$ cat src/hdl/cnc_ram.sv
// ----------------------------------------------------------------------------
// cnc_ram
// Generic single-write, single-read RAM with registered read data.
// ----------------------------------------------------------------------------
module cnc_ram #(
  parameter int WIDTH = 16,
  parameter int DEPTH = 64
) (
  input  logic                                  clk,
  input  logic                                  we,
  input  logic [((DEPTH > 1) ? $clog2(DEPTH) : 1)-1:0] waddr,
  input  logic [WIDTH-1:0]                      wdata,
  input  logic [((DEPTH > 1) ? $clog2(DEPTH) : 1)-1:0] raddr,
  output logic [WIDTH-1:0]                      rdata
);

  logic [WIDTH-1:0] mem_r [DEPTH];

  always_ff @(posedge clk) begin
    if (we) begin
      mem_r[waddr] <= wdata;
    end
    rdata <= mem_r[raddr];
  end

endmodule

$ cat config.mk
export PLATFORM = sky130hd
export DESIGN_NAME = cnc_ram
export DESIGN_NICKNAME = d
export VERILOG_FILES = /design/src/hdl/cnc_ram.sv
export SDC_FILE = /design/constraint.sdc
export NUM_CORES = 1
export LEC_CHECK = 0
export BUFFER_PORTS_ARGS = -buffer_cell sky130_fd_sc_hd__clkbuf_2
export CAP_MARGIN = 20
export CORE_MARGIN = 2
export CORE_UTILIZATION = 65
export DETAILED_ROUTE_END_ITERATION = 6
export GPL_ROUTABILITY_DRIVEN = 0
export GPL_TIMING_DRIVEN = 0
export PLACE_DENSITY_LB_ADDON = 0.3
export SYNTH_ARGS = -nofsm -noshare
export SYNTH_HDL_FRONTEND = slang
export SYNTH_SLANG_ARGS = --single-unit
export TNS_END_PERCENT = 100
$ cat constraint.sdc
create_clock -name clk -period 7.7 [get_ports clk]
set_input_delay 2.31 -clock clk [delete_from_list [all_inputs] [get_ports clk]]
set_output_delay 2.31 -clock clk [all_outputs]
set_load 0.05 [all_outputs]
; ---- Word level (Yosys, flattened, before mapping)
; Memory sizes are Yosys's and may differ from the RTL's. A register that Yosys moved wholly into a read port is not among the register bits.
; Index checks and enable logic that the tools add are counted.
[word_totals]
register_bits = 0
mem_bits_rw = 1024
in_bits = 30
output_inout_bits = 16
elab_cells = 3
memories = 1
[mem_list]
columns = name, depth, width, rd, rd_clocked_by_memory_dff, wr, line
row1 = mem_r, 64, 16, 1, 1, 1, 17  ; logic [WIDTH-1:0] mem_r [DEPTH];
[classes]
muxes = 2
[op_table]
columns = op, count
row1 = 1-bit two-way mux, 2

; ---- Depth between registers and ports, before layout
[logic_depth]
ltp_word = 2
depth_mapped = 10
ltp_nobuf = 5

; ---- Least setup slack after synthesis
; No wires, ideal clock.
[synth_timing]
path_type = input-to-reg
from = input waddr[3] (netlist name)
to = memory mem_r[48][0], enable pin
setup_time_ns = 0.409
t_arrival_ns = 3.936
required_ns = 7.291
slack_ns = 3.355
stages = 4
n_path_buf = 1
path_cell_list = clkbuf_1 nor2b_1 nand4b_1 nor3_1
[synth_lines]
columns = item, line
row1 = start: declaration, 11  ; input logic [((DEPTH > 1) ? $clog2(DEPTH) : 1)-1:0] waddr,
row2 = end: declaration, 17
; Straight into the memory's write port.

==> out/qor.csv <==
stage;metric;value;unit
grt;grt-ovfl-total;0;
cts;post_cts_buffers;0;
drt;ant_nets;0;
critical_path;cp-end-kind;register;
sta;period_minus_slack;4587;ps
layout;mostFrequentLayoutCells;edfxtp_1 (1024), mux4_2 (220), clkbuf_16 (103);
sta;fin_worst_skew;33.04;ps
floorplanning;core_area;60580;um2
cts;cts.sinks;1040;
sta;tightest_slew;1095;ps
logic_synthesis;ys_top_cells_by_area;edfxtp_1 (77%), mux4_2 (12%), mux2i_1 (2.1%), dfxtp_1 (0.80%), mux2_2 (0.76%);
critical_path;cp_cell_sequence;buf_2, buf_2, buf_2, buf_2, mux2i_1, nand3_1, a31oi_1, a311oi_1;
cts;clk_pin_slew;60;ps
place;dpl_cell_area;42160;um2
logic_synthesis;synth_flop_cell;edfxtp_1;
sta;rsz0062_at_grt;false;
logic_synthesis;synth.avg_cell_area;21.89;um2
place;place.port_buffers;38;
logic_synthesis;netlist-cell-type-count;43;
sta;setup-violations-final;0;
grt;grt_pass1_wl;142800;um
pwr;cellPowerDensity;258.8;nW/um2
logic_synthesis;synth-seq-cells;1040;
critical_path;cp_slowest_stage_delay;650;ps
layout;stdcell_area;45330;um2
grt;grt_max_degree;51;
critical_path;critical_path_peak_fanout;10;
place;place_hpwl;63510;um
layout;num-fill-cells;3173;
sta;max_clock_freq;0.2180;GHz
grt;antenna_found_initial;5;
critical_path;worstSetupStartpointType;primary input;
critical_path;required;8210;ps
layout;multi_input_area;8399;um2
sta;hold_viol;0;
drt;firstDrtPassIters;6;
drt;dr_total_vias;20307;
drt;route.detailed.wl_per_inst;34.76;um
drt;dr.first_iter.drc_count;3059;
logic_synthesis;synth_area_leader_cell;edfxtp_1;
layout;synthToLayoutAreaGrowth;13.20;%
cts;htreeDepth;3;
pwr;vdd_ir_drop_max;0.2284;mV
logic_synthesis;syn_inst;1829;
sta;fin_crit_sh;59.57;%
logic_synthesis;yosysWarnings;0;
drt;drc;0;
floorplanning;pin_count;46;
cts;numCtsBuffers;99;
pwr;power_leakage;14.44;nW
floorplanning;dieWidth;252.2;um
logic_synthesis;synthArstFlopShare;0;%
layout;seq_area;31070;um2
pwr;p_total;0.01173;W
job;cap_violations;0;
cts;cts_tree;yes;
critical_path;worstPathArrival;5100;ps
cts;cts_buffer_depth;3;
run_status;status;finished, final reports clean;
grt;track_usage;32.32;%
drt;via_per_inst;7.046;
logic_synthesis;synth_edf_count;1024;
grt;grt_pass1_vias;20513;
floorplanning;dieArea;63600;um2
layout;final_nets;2047;
floorplanning;die_y;252.2;um
sta;tns;0;ps
cts;insertion_delay;680;ps
cts;holdBufCountCts;0;
drt;drt-total-wl;100200;um
worst_hold_path;hold_class;reg2reg;
layout;final_common_cell;edfxtp_1;
cts;cts_resized;0;
critical_path;path_class;in2reg;
sta;slew_viol_final;0;
logic_synthesis;yosysTopAreaCellShare;76.79;%
sta;relSlewSlack;26.89;%
logic_synthesis;netlist_area;40040;um2
critical_path;crit_path_frequent_cell;buf_2;
cts;cts_root_buf;clkbuf_16;
logic_synthesis;synth_seq_area_share;77.59;%
logic_synthesis;synth_fp_nets;1859;
critical_path;crit_slowest_cell;a31oi_1;
floorplanning;num_rows;90;
layout;drive_gt1_share;29.33;%
floorplanning;start_util;66.09;%
-- registers in the layout, indices dropped and copies added, names as in the netlist --
| register | cells |
|---|---|
| rdata | 16 |
| mem_r | 1024 |
-- where the power goes --
part           internal, W  total (W)  leakage (nW)  switching [W]
Combinational     0.000232   0.000688          3.54       0.000456
Sequential         0.00627    0.00628          9.35      0.0000141
Clock              0.00271    0.00476          1.55        0.00205
-- layer usage --
metal | share of wire (%) | global-route usage [%] | wire (um)
met1 | 35 | 42.48 | 34740
met2 | 49 | 52.35 | 49340
met3 | 10 | 6.498 | 10410
met4 | 5.7 | 16.65 | 5676
met5 | 0.023 | 0 | 23
-- per-stage QoR --
step                      util, %  instances  hold WS (ps)  setup WS, ps
after floorplan                 -       1829         750.3          3355
after global placement      68.02       2649         853.9          2185
after detailed placement    69.60       2698         877.5          2588
after CTS                   74.81       2879         893.0          3267
after global routing        74.81       2880         934.5          3166
final                       74.82       2882         906.8          3113
-- cell families (layout without fill, tap and decap cells) --
logic type             count (synthesis)  in the layout  synth area share, %
buffers and inverters                104            372                1.831
AO/OA/AOI/OAI                        129            129                2.409
AND/OR/NAND/NOR                      220            220                2.647
flip-flops                          1040           1040                77.59
other                                  0              3                    0
multiplexers                         336            336                15.52
-- synth_stat cells (all sizes together) (3+ instances only) --
cell type	n
nor2	74
a22oi	39
a211o	8
mux2	27
nand3	24
nand2b	3
a31oi	8
dfxtp	16
edfxtp	1024
a211oi	8
nor4	3
a21oi	17
and4	5
nand2	60
a41oi	5
nand4	12
nor2b	30
a22o	6
mux4	224
buf	77
a221oi	16
a311oi	8
clkbuf	27
o21ai	8
mux2i	85
a221o	6
-- critical path, delay by kind of cell --
| kind | cells | cell delay (ps) |
|---|---|---|
| buffers and inverters | 4 | 1440 |
| multiplexers | 1 | 410 |
| AO/OA/AOI/OAI | 2 | 760 |
| AND/OR/NAND/NOR | 1 | 150 |
-- worst paths after layout --
| path | slack, ps | to | from | cells after the start |
|---|---|---|---|---|
| worst min-delay path | 910 | rdata[9] | mem_r[36][9] | 3 |
| worst max register to register | 5240 | rdata[15] | mem_r[22][15] | 5 |
| worst min register to register | 910 | rdata[9] | mem_r[36][9] | 3 |
| worst max-delay path | 3110 | rdata[1] | raddr[2] | 8 |
-- final cells by class --
type / count / area share, %
sequential: 1040 / 68.54
multi-input combinational: 685 / 18.53
clock buffer: 129 / 5.990
timing repair buffer: 87 / 2.170
tap: 782 / 2.159
buffer: 104 / 1.618
clock inverter: 52 / 0.9744
antenna: 3 / 0.01656
(Power assumes the default switching activity.)
