[src/hdl/cnc_pkg.sv]
// ----------------------------------------------------------------------------
// cnc_pkg
// Shared types and constants of the cosine nearest-class classifier.
// ----------------------------------------------------------------------------
package cnc_pkg;

  localparam int ELEM_W     = 16;
  localparam int IN_ELEMS   = 8;
  localparam int CLASS_W    = 16;
  localparam int NORM_W     = 32;
  localparam int SCORE_W    = 16;
  localparam int FUNC_W     = 2;
  localparam int PROD_W     = 32;
  localparam int NORM_SHIFT = 28;
  localparam int RAD_W      = 64;
  localparam int ROOT_W     = 32;
  localparam int REM_W      = 36;
  localparam int SQRT_CNT_W = 5;
  localparam int DIV_STEPS  = 15;
  localparam int DIV_D_W    = 64;
  localparam int DIV_R_W    = 65;

  localparam logic [SCORE_W-1:0] SCORE_ONE = 16'h8000;

  localparam logic [FUNC_W-1:0] FUNC_LOAD     = 2'd0;
  localparam logic [FUNC_W-1:0] FUNC_CLEAR    = 2'd1;
  localparam logic [FUNC_W-1:0] FUNC_CLASSIFY = 2'd2;

  typedef enum logic [1:0] {
    STAT_DONE    = 2'd0,
    STAT_FULL    = 2'd1,
    STAT_NOMATCH = 2'd2,
    STAT_HIT     = 2'd3
  } status_t;

  typedef enum logic [3:0] {
    ST_IDLE,
    ST_SQ_ISSUE,
    ST_SQ_WAIT,
    ST_SQRT_GO,
    ST_SQRT_RUN,
    ST_LOAD_WR,
    ST_WALK,
    ST_DRAIN,
    ST_REPLY
  } state_t;

  // Side information that travels with one reference through the score pipe.
  typedef struct packed {
    logic               vld;
    logic               last;
    logic               elig;
    logic [CLASS_W-1:0] cls;
  } div_tag_t;

endpackage

[src/hdl/cnc_sqrt.sv]
// ----------------------------------------------------------------------------
// cnc_sqrt
// Digit-by-digit integer square root of (sum << 28), one root bit per cycle.
// ----------------------------------------------------------------------------
module cnc_sqrt
  import cnc_pkg::*;
#(
  parameter int SUM_W = 35
) (
  input  logic              clk,
  input  logic              rst_n,
  input  logic              start,
  input  logic [SUM_W-1:0]  sum,
  output logic [ROOT_W-1:0] root,
  output logic              done
);

  logic                  active_r;
  logic                  done_r;
  logic [SQRT_CNT_W-1:0] cnt_r;
  logic [RAD_W-1:0]      x_r;
  logic [REM_W-1:0]      rem_r;
  logic [ROOT_W-1:0]     root_r;
  logic [REM_W-1:0]      rem_sh;
  logic [REM_W-1:0]      trial;
  logic                  ge;

  always_comb begin
    rem_sh = {rem_r[REM_W-3:0], x_r[RAD_W-1 -: 2]};
    trial  = REM_W'({root_r, 2'b01});
    ge     = (rem_sh >= trial);
  end

  always_ff @(posedge clk) begin
    if (!rst_n) begin
      active_r <= 1'b0;
      done_r   <= 1'b0;
    end else begin
      done_r <= 1'b0;
      if (start) begin
        active_r <= 1'b1;
      end else if (active_r && (cnt_r == '0)) begin
        active_r <= 1'b0;
        done_r   <= 1'b1;
      end
    end
  end

  always_ff @(posedge clk) begin
    if (start) begin
      x_r    <= RAD_W'(sum) << NORM_SHIFT;
      rem_r  <= '0;
      root_r <= '0;
      cnt_r  <= '1;
    end else if (active_r) begin
      x_r    <= x_r << 2;
      rem_r  <= ge ? (rem_sh - trial) : rem_sh;
      root_r <= {root_r[ROOT_W-2:0], ge};
      cnt_r  <= cnt_r - 1'b1;
    end
  end

  assign root = root_r;
  assign done = done_r;

endmodule

[config.mk]
export PLATFORM = sky130hd
export DESIGN_NAME = cnc_sqrt
export DESIGN_NICKNAME = d
export VERILOG_FILES = /design/src/hdl/cnc_pkg.sv /design/src/hdl/cnc_sqrt.sv
export SDC_FILE = /design/constraint.sdc
export NUM_CORES = 1
export LEC_CHECK = 0
export ABC_CLOCK_PERIOD_IN_PS = 2600
export BUFFER_PORTS_ARGS = -buffer_cell sky130_fd_sc_hd__buf_2
export CORE_UTILIZATION = 45
export DETAILED_ROUTE_END_ITERATION = 16
export GPL_TIMING_DRIVEN = 0
export PLACE_DENSITY = 0.65
export SLEW_MARGIN = 5
export SYNTH_ARGS = -nofsm -noshare
export SYNTH_HDL_FRONTEND = slang
export SYNTH_SLANG_ARGS = --single-unit
[constraint.sdc]
create_clock -name clk -period 2.6 [get_ports clk]
set_clock_uncertainty 0.15 [all_clocks]
set_input_delay 0.13 -clock clk [delete_from_list [all_inputs] [get_ports clk]]
set_output_delay 0.13 -clock clk [all_outputs]
set_load 0.02 [all_outputs]
After elaboration in Yosys (flattened, before gate mapping)
Index checks and enable logic that the tools add are counted.
{"block": "word_totals", "ff_bits": 109, "out_inout_bits": 33, "word_cells": 22}
{"block": "classes", "add_sub_neg": 2, "order_cmp": 1, "mux": 6, "bitwise_logic": 1, "n_reduce_logical": 5}
{"op": "$mux 63", "n": 2}
{"op": "$ge 36x34->1", "n": 1}
{"op": "$mux 34", "n": 1}
{"op": "$sub 34x34->34", "n": 1}
{"op": "$logic_not 5->1", "n": 1}
{"op": "$sub 5x1->5 const B", "n": 1}
{"op": "$reduce_bool 2->1", "n": 2}
{"op": "$mux 1", "n": 3}
{"op": "$reduce_or 2->1", "n": 1}
{"op": "$logic_and 1x1->1", "n": 1}
{"op": "$not 1->1", "n": 1}

Longest topological paths before layout
Gate-level depths: netlist (run 1).
{"block": "logic_depth", "ltp_word": 4, "ltp_mapped": 13}

Worst setup path before layout (run 1)
Ideal clock, no wire load.
{"block": "synth_timing", "path_kind": "register -> register", "from": "register root_r[27] (netlist: root[27])", "to": "register rem_r[29]", "setup_ns": 0.122, "arrival_time_ns": 2.756, "required_time_ns": 2.328, "path_slack_ns": -0.428, "stages_incl_launch_ff": 13, "n_path_buf": 2, "path_cell_list": "dfxtp_1 inv_1 ha_1 a21o_1 a21oi_4 o21bai_1 a211o_1 a2111oi_4 a21bo_2 buf_2 buf_4 a22oi_1 o21ai_1"}
{"block": "synth_between", "elab_chain_len": 2, "word_cells_on_any_way": 3, "classes_between": "1 x add/sub; 1 x order compare; 1 x mux"}
{"element": "start, declared", "line_no": "cnc_sqrt.sv:23", "rtl": "logic [ROOT_W-1:0] root_r;"}
{"element": "start signal, assigned", "line_no": "cnc_sqrt.sv:58", "rtl": "root_r <= {root_r[ROOT_W-2:0], ge};"}
{"element": "$sub 34x34->34 / $ge 36x34->1 (equally long branches)", "line_no": "cnc_sqrt.sv:57, cnc_sqrt.sv:31"}
{"element": "$mux 34 (*)", "line_no": "cnc_sqrt.sv:57", "rtl": "rem_r <= ge ? (rem_sh - trial) : rem_sh;"}
{"element": "end signal, assigned", "line_no": "cnc_sqrt.sv:57"}
{"element": "end, declared", "line_no": "cnc_sqrt.sv:22", "rtl": "logic [REM_W-1:0] rem_r;"}
Every way passes the cells marked *; elsewhere a longest branch is shown, timed or not.
A chain may end at the register's enable or synchronous reset.

Final worst setup path (run 1)
{"block": "layout_timing", "from": "register rem_r[2]", "to": "register rem_r[11]"}
{"block": "layout_between", "elab_chain_len": 2, "word_cells_on_any_way": 3, "classes_between": "1 x add/sub; 1 x order compare; 1 x mux"}
{"element": "$sub 34x34->34 / $ge 36x34->1 (equally long branches)", "line_no": "cnc_sqrt.sv:57, cnc_sqrt.sv:31"}
{"element": "$mux 34 (*)", "line_no": "cnc_sqrt.sv:57"}
Marked as above.

==> results of run 1 <==
[layout make-up]
| type | instances | share of cell area |
|---|---|---|
| multi-input cells | 498 | 0.468 |
| repair buffers | 160 | 0.131 |
| repair inverters | 1 | 0.000853 |
| inverters | 44 | 0.0195 |
| plain buffers | 29 | 0.0189 |
| well taps | 180 | 0.0256 |
| clock inverters | 6 | 0.00909 |
| flip-flops and latches | 109 | 0.301 |
| clock buffers | 10 | 0.0271 |
[cells by family after synthesis]
logic type | count (synthesis)
compound gates | 153
xor+xnor | 31
fa+ha+maj | 35
buf+inv | 81
flops | 109
mux | 69
simple gates | 210
[stage by stage]
stage,TNS [ns],hold slack (ns),cells,setup WS [ns]
floorplan,-0.457,0.102,688,-0.0459
global placement,-24.26,0.199,937,-0.413
detailed placement,-27.40,0.198,937,-0.465
CTS,-7.83,0.202,1027,-0.298
global route,-9.59,0.264,1037,-0.389
finish,-6.09,0.221,1037,-0.280
[where the power goes]
group	internal (W)	leakage, nW	switching, W
logic	0.00322	2.37	0.00371
clock network	0.000718	0.155	0.000737
registers	0.00202	0.985	0.000254
[worst register-to-register path: cells and delay by family (launching register included)]
kind / cells / cell delay, ns
adders and majority gates: 1 / 0.26
DFF: 1 / 0.45
AOI/OAI and AO/OA: 4 / 1.19
buffers and inverters: 2 / 0.29
and+or+nand+nor: 4 / 0.45
[final timing paths]
path | slack [ns] | endpoint
worst max register to register | -0.28 | rem_r[11]
worst min-delay path | 0.22 | rem_r[0]
worst min register to register | 0.35 | rem_r[18]
worst max-delay path | -0.28 | rem_r[11]
[metal layers]
layer | vias to the layer above | routed length, um
met5 | - | 0
met4 | 0 | 383
met3 | 35 | 779
met2 | 178 | 8660
met1 | 2783 | 7970
li1 | 2790 | -
[layout by cell type, fill, tap and decap left out, drive strengths merged, types with 5 or more instances in the layout]
| cell type | instances |
|---|---|
| a21o | 6 |
| a21oi | 40 |
| a311oi | 19 |
| a32oi | 9 |
| buf | 134 |
| clkbuf | 29 |
| dfxtp | 74 |
| dlygate4sd3 | 36 |
| edfxtp | 35 |
| ha | 35 |
| inv | 45 |
| mux2 | 33 |
| mux2i | 36 |
| nand2 | 66 |
| nand2b | 11 |
| nand3 | 8 |
| nand4 | 9 |
| nor2 | 82 |
| nor2b | 7 |
| o21ai | 37 |
| o21bai | 6 |
| o31ai | 7 |
| or3 | 5 |
| xnor2 | 22 |
| xor2 | 9 |
[flip-flops by register name, summed over array words and instances (netlist names)]
name      count
x_r          36
rem_r        34
cnt_r         5
root         32
active_r      1
done          1
[repair_timing]
| action | in CTS | in global routing |
|---|---|---|
| gates cloned | 3 | 0 |
| pin swaps | 35 | 28 |
| hold buffers | 36 | 0 |
| setup endpoints to repair | 70 | 70 |
| buffers inserted | 42 | 12 |
| resized for setup | 62 | 48 |
| hold endpoints to repair | 37 | 0 |
[synthesized netlist by cell type (7+ instances only)]
library cell  count  area, um^2
a311oi_1         12         105
nand2b_1         11        68.8
a311oi_2          7         105
mux2i_1          36         360
clkbuf_1         24        90.1
o21ai_0          36         180
nand2_1          66         248
a21oi_1          39         195
mux2_2           33         372
nand3_1           8        40.0
ha_1             35         438
nand4_1           9        56.3
edfxtp_1         35        1050
nor2b_1           7        43.8
xor2_1            9        78.8
dfxtp_1          74        1480
xnor2_1          22         193
a32oi_1           9        78.8
inv_1            44         165
nor2_1           82         308
==> impl_metrics.toml, run 1 <==
[clock_tree]
clk_pin_slew_worst_paths_ns = 0.08
cts_root_buffer = "clkbuf_16"
clk_path_buf_depth = 2
cts.htree.levels = 3
cts_tree = "built"
clkLatencyLatePin_ns = 0.37
numClockSinks = 109
cts_buffers = 9

[worst_setup_path]
cp_slowest_stage_delay_ns = 0.45
worst-path-max-fanout = 8
cp-startpoint = "rem_r[2]"
reg2reg_depth = 11
path_class = "reg2reg"
cp.arrival_ns = 2.99
path_cells = "ha_4 -> nand4_1 -> nor4_4 -> and4_1 -> a211o_1 -> a2111oi_4 -> a21boi_4 -> buf_12 -> buf_6 -> nand2_1 -> a311oi_1"
crit_cells = 11
start_kind = "flip-flop"
rr_startpoint = "rem_r[2]"
slowest_stage = "dfxtp_1"
crit_family = "compound AO/OA/AOI/OAI gates"
crit_buf_inv = 2
cp_data_required_time_ns = 2.71
cp-end-kind = "flip-flop"

[global_routing]
overflow = 0
use_met3 = 0.0406
grtUsageMet2 = 0.399
grt_pass1_vias = 5524
met1_usage = 0.315
top_usage_layer = "met2"
grtUsageTotal = 0.245
grt_max_degree = 22
grt_pass1_wl_mm = 27.8
antenna_found_initial = 0

[synth]
synth_edf_count = 35
synth_top_family_by_area = "compound AO/OA/AOI/OAI gates"
yosysWarnings = 0
syn_area_um2 = 6350
synth_compound_area_frac = 0.173
synth-async-reset-ratio = 0
synth-xor-area-share = 0.0427
yosys.area_share.simple = 0.149
synth_area_per_cell_um2 = 9.23
synthFlopType = "dfxtp_1"
synth.area.mux_share = 0.115
synthCells = 688
synth_seq_cells = 109
synth_seq_area_share = 0.399
yosysUniqueCellTypes = 62
syn-num-nets = 761
synth-adder-area-share = 0.0689

[placed_design]
dp_hpwl_mm = 11.5
place_area_um2 = 7400
placement.io_buffers = 69
globalplace.congestion = 0.876

[final_layout]
drive_above_1_share = 0.396
ff_latch_area_um2 = 2650
post-route-util = 0.637
multi_input_area_um2 = 4120
fin_nets = 925
area.growth.synth_to_final_pct = 38.6
fin_area_um2 = 8810
diodes = 0
fill_cells = 1132

[timing]
grt_setup_unrepaired = "yes"
min_period_ns = 2.88
relSlewSlack = 0.426
finalCritPeriodShare = 1.11
final-setup-viol-count = 34
finalHoldViolCount = 0
worst_slew_pin_slew_ns = 0.861
setup_slack_ns = -0.280
max_freq_mhz = 347
drv_slew = 0

[route]
dr.pass1.iters = 5
vias = 5786
wl_per_cell_um = 17.2
drc = 0
postRouteAntennaNets = 0
drtIter0Drc = 464
via_per_inst = 5.58
drt_wl_total_mm = 17.8

[hold_path]
min_path_type = "in2reg"
hold_depth = 3
hp-start = "start"

[run]
maxCapViolCount = 0

[floorplan]
die_area_um2 = 14600
ios = 71
dieWidth_um = 121
core_area_um2 = 13800
initial_core_util = 0.460
die_y_um = 121
rows = 43

[power]
report.power.total_w = 0.0107
power.density_nw_per_um2 = 1210
leakagePower_nw = 3.51
vdd_ir_drop_max_uv = 813

[status]
status = "complete, but fails checks"
violations = "negative setup slack"
Power figures use the tool's default switching activity.
==> inputs of run 2 (changes only) <==
Settings changed: CORE_UTILIZATION 45 to 35, GPL_TIMING_DRIVEN 0 to unset, PLACE_DENSITY 0.65 to 0.53.
==> run 2 against run 1 <==
Global-route usage down 5.1 points. The flow still finishes with violations (negative setup slack). Critical path depth rose by 1. Routed wire length is 2.3% lower. Register-to-register slack better by 0.13 ns. First-iteration DRC count is 25% lower.
==> impl_metrics.toml, run 2 (synthesis results as in run 1) <==
[status]
status = "complete, but fails checks"
violations = "negative setup slack"

[worst_setup_path]
start_kind = "flip-flop"
slowest_stage = "dfxtp_4"
path_cells = "inv_2 -> ha_4 -> a21o_1 -> a21oi_4 -> o21bai_1 -> a211o_1 -> a2111oi_4 -> a21boi_4 -> buf_6 -> buf_8 -> nand2_2 -> a311oi_2"
cp_data_required_time_ns = 2.73
worst-path-max-fanout = 6
crit_buf_inv = 3
path_class = "reg2reg"
cp-end-kind = "flip-flop"
crit_family = "compound AO/OA/AOI/OAI gates"
cp_slowest_stage_delay_ns = 0.35
cp.arrival_ns = 2.88

[route]
drt_wl_total_mm = 17.4
drtIter0Drc = 349
vias = 5763
wl_per_cell_um = 15.2
dr.pass1.iters = 4
postRouteAntennaNets = 0
drc = 0
via_per_inst = 5.04

[final_layout]
drive_above_1_share = 0.444
mostFrequentLayoutCell = "buf_4"
multi_input_area_um2 = 4130
fin_nets = 987
area.growth.synth_to_final_pct = 48.1
largest_reg_flops = 36
diodes = 0
ff_latch_area_um2 = 2620
mostFrequentLayoutCells = "buf_4 (136), nor2_1 (79), buf_2 (69)"
fill_cells = 1608
regMostFlops = "x_r"

[floorplan]
dieWidth_um = 137
rows = 48
die_y_um = 137
die_area_um2 = 18700
ios = 71
core_area_um2 = 17500
initial_core_util = 0.362

[timing]
final-setup-viol-count = 33
fin_tns_setup_ns = -3.56
max_freq_mhz = 364
finalHoldViolCount = 0
worst_slew_pin_slew_ns = 0.644
setup_slack_ns = -0.151
finalCritPeriodShare = 1.06
relSlewSlack = 0.570
min_period_ns = 2.75
drv_slew = 0
grt_setup_unrepaired = "yes"
fin_hold_ws_ns = 0.125

[power]
leakagePower_nw = 3.94
power.density_nw_per_um2 = 1210
vdd_ir_drop_max_uv = 618

[clock_tree]
cts_root_buffer = "clkbuf_16"
clkLatencyLatePin_ns = 0.37
numClockSinks = 109
cts.htree.levels = 3
cts_buffers = 9
cts_tree = "built"
clk_path_buf_depth = 2
clk_pin_slew_worst_paths_ns = 0.08

[global_routing]
grt_pass1_vias = 5886
overflow = 0
grt_pass1_wl_mm = 28.6
grt_max_degree = 96
antenna_found_initial = 0
grtUsageTotal = 0.194

[placed_design]
dp_hpwl_mm = 12.2
placement.io_buffers = 70
globalplace.congestion = 0.865

[run]
maxCapViolCount = 0

[hold_path]
min_path_type = "in2reg"
## run 2: cell types whose count changed in the layout (fill, tap and decap cells not counted), sizes merged
cell      before  now
buf          134  216
inv           45   48
clkbuf        29    9
clkinvlp       2    0
clkinv         4    3
## run 2: worst register-to-register path: cells and delay by family, from the launching register on
family                   cells  cell delay, ns
AND/OR/NAND/NOR              1            0.05
AO/OA/AOI/OAI                7            1.59
adder cells (fa/ha/maj)      1            0.19
flip-flops                   1            0.35
buffers and inverters        3            0.33
## run 2: through the flow
| step | power [W] | worst slack, ns | std cells | utilization | area (um^2) |
|---|---|---|---|---|---|
| 6_report | 0.0114 | -0.151 | 1144 | 0.537 | 9410 |
| 5_1_grt | 0.0122 | -0.289 | 1144 | 0.537 | 9410 |
| 4_1_cts | 0.0109 | -0.204 | 1141 | 0.524 | 9190 |
| 3_5_place_dp | 0.00849 | -0.311 | 1082 | 0.472 | 8270 |
| 3_3_place_gp | 0.00844 | -0.261 | 1082 | 0.472 | 8270 |
| 2_1_floorplan | 0.00649 | -0.0459 | 688 | - | 6830 |
## run 2: metal layers
metal  track usage  share of wire  routed length (um)  vias up
li1              -              -                   -     2908
met2         0.339           0.51                8860       77
met1         0.244           0.45                7880     2768
met3        0.0333          0.030                 513       10
met4        0.0519         0.0071                 124        0
met5             0              0                   0        -
## run 2: what timing repair did
action                                  4_1_cts  5_1_grt
gates cloned                                  1        0
pin swaps                                    44       26
gates resized for setup                      53       43
setup buffers                                 7        3
endpoints found under the hold margin        37        0
endpoints found under the setup margin       35       35
hold buffers                                 36        0
## run 2: cell type report
class                      instances  area share
clock buffer                       9      0.0239
sequential                       109       0.278
timing repair buffer             252       0.202
multi-input combinational        498       0.439
clock inverter                     7     0.00944
inverter                          44      0.0175
tap                              225      0.0299
## run 2: worst paths after layout
check	start	to	slack, ns	cells past startpoint
worst max-delay path	root[27]	rem_r[9]	-0.15	12
worst min-delay path	start	root[31]	0.13	3
worst max register to register	root[27]	rem_r[9]	-0.15	12
worst min register to register	x_r[61]	x_r[63]	0.35	2
## run 2: power breakdown
part | switching (W) | total (W) | leakage, nW | internal (W)
combinational | 0.00388 | 0.00773 | 2.81 | 0.00386
clock | 0.000761 | 0.00146 | 0.153 | 0.000700
sequential | 0.000191 | 0.00219 | 0.979 | 0.00200
total | 0.00483 | 0.0114 | 3.94 | 0.00655
==> inputs of run 3 (changes only) <==
Settings changed: ABC_CLOCK_PERIOD_IN_PS 2600 to 3450, PLACE_DENSITY 0.53 to 0.51.
Clock period 2.6 ns to 3.45 ns, I/O delays scaled along.
==> run 3 against run 2 <==
The flow now finishes without violations. Via count down 9.4%. Worst hold slack worse by 0.0081 ns. Critical path depth down 1. Critical path type unchanged.
==> impl_metrics.toml, run 3 (synthesis results as in run 1) <==
[route]
postRouteAntennaNets = 0
wl_per_cell_um = 14.8
drc = 0
drtIter0Drc = 237
drt_wl_total_mm = 15.0
via_per_inst = 5.15
dr.pass1.iters = 5
vias = 5219

[worst_setup_path]
cp.arrival_ns = 3.25
start_kind = "flip-flop"
cp_data_required_time_ns = 3.57
worst-path-max-fanout = 20
rrSetupSlack_ns = 0.32
reg2reg_depth = 11
slowest_stage = "ha_1"
crit_family = "compound AO/OA/AOI/OAI gates"
crit_cells = 11
path_class = "reg2reg"
r2r_end = "rem_r[17]"
path_cells = "inv_1 -> ha_1 -> nand4_1 -> a211oi_1 -> nor2_1 -> o31ai_2 -> a21o_2 -> a21boi_4 -> buf_12 -> or2_2 -> a311oi_2"
cp-end-kind = "flip-flop"
cp_slowest_stage_delay_ns = 0.41
crit_buf_inv = 2
rr_startpoint = "root[7]"

[clock_tree]
clkLatencyLatePin_ns = 0.37
cts.htree.levels = 3
numClockSinks = 109
cts_tree = "built"
clk_path_buf_depth = 2
clk_pin_slew_worst_paths_ns = 0.08
postCtsSetupBuffers = 0
cts_root_buffer = "clkbuf_16"
cts_buffers = 9

[timing]
min_period_ns = 3.13
finalCritPeriodShare = 0.906
drv_slew = 0
final-setup-viol-count = 0
finalHoldViolCount = 0
fin_tns_setup_ns = 0
relSlewSlack = 0.534
grt_setup_unrepaired = "no"
max_freq_mhz = 320
worst_slew_pin_slew_ns = 0.681

[floorplan]
die_y_um = 137
rows = 48
initial_core_util = 0.362
core_area_um2 = 17500
dieWidth_um = 137
ios = 71
die_area_um2 = 18700

[final_layout]
largest_reg_flops = 36
fin_area_um2 = 7640
mostFrequentLayoutCell = "nor2_1"
fin_cells = 1014
area.growth.synth_to_final_pct = 20.2
drive_above_1_share = 0.193
mostFrequentLayoutCells = "nor2_1 (82), dfxtp_1 (73), buf_2 (69)"
regMostFlops = "x_r"
multi_input_area_um2 = 3490
fill_cells = 1750
fin_nets = 857
diodes = 0
ff_latch_area_um2 = 2540

[hold_path]
hp-start = "start"
hold_depth = 2
min_path_type = "in2reg"
holdPathEnd = "root[0]"

[global_routing]
antenna_found_initial = 0
grt_max_degree = 43
grt_pass1_vias = 5141
grtUsageTotal = 0.170
overflow = 0
grt_pass1_wl_mm = 25.2

[placed_design]
place_area_um2 = 6960
dp.cells = 962
placement.io_buffers = 70
dp_hpwl_mm = 10.8
globalplace.congestion = 0.885

[power]
vdd_ir_drop_max_uv = 434
leakagePower_nw = 3.11
power.density_nw_per_um2 = 861

[run]
maxCapViolCount = 0

[status]
status = "finished, final reports clean"
run 3: worst max-delay path by stage:
stage                     startpoint         to  slack [ns]
after CTS                    root[5]  rem_r[17]        0.29
after global routing         root[5]  rem_r[17]        0.08
after detailed placement    root[27]  rem_r[25]        0.30
final                        root[7]  rem_r[17]        0.32
after global placement       root[5]  rem_r[17]        0.38
after floorplan             root[27]  rem_r[29]        0.42
run 3: timing repair:
| item | 4_1_cts | 5_1_grt |
|---|---|---|
| hold buffers | 36 | 0 |
| endpoints found under the setup margin | 0 | 1 |
| hold endpoints to repair | 37 | 0 |
| resized for setup | 0 | 1 |
run 3: through the flow:
stage	setup slack [ns]	util	hold slack, ns	power (W)
floorplan	0.422	-	0.144	0.00458
global placement	0.383	0.397	0.252	0.00546
detailed placement	0.302	0.397	0.250	0.00548
CTS	0.295	0.435	0.104	0.00664
global route	0.0791	0.435	0.155	0.00710
finish	0.323	0.435	0.117	0.00657
run 3: power by group:
part	internal [W]	leakage [nW]	total, W	switching (W)
registers	0.00151	0.957	0.00165	0.000143
logic	0.00162	2.00	0.00384	0.00222
clock network	0.000526	0.152	0.00108	0.000555
run 3: area by class of cell:
cell class	instances	share of cell area
clock inverter	7	0.0120
inverter	44	0.0216
tap	225	0.0369
sequential	109	0.332
clock buffer	9	0.0295
timing repair buffer	122	0.111
multi-input combinational	498	0.457
run 3: worst reg2reg max path: cells and delay by family (launching register included):
family	cells	cell delay, ns
flops	1	0.37
fa+ha+maj	1	0.41
buf+inv	2	0.23
compound gates	5	1.27
simple gates	3	0.61
run 3: layer usage:
| layer | up-vias | GRT usage | wire (um) |
|---|---|---|---|
| li1 | 2644 | - | - |
| met4 | 0 | 0.0500 | 194 |
| met5 | - | 0 | 0 |
| met1 | 2459 | 0.223 | 7180 |
| met2 | 101 | 0.277 | 7030 |
| met3 | 15 | 0.0374 | 559 |
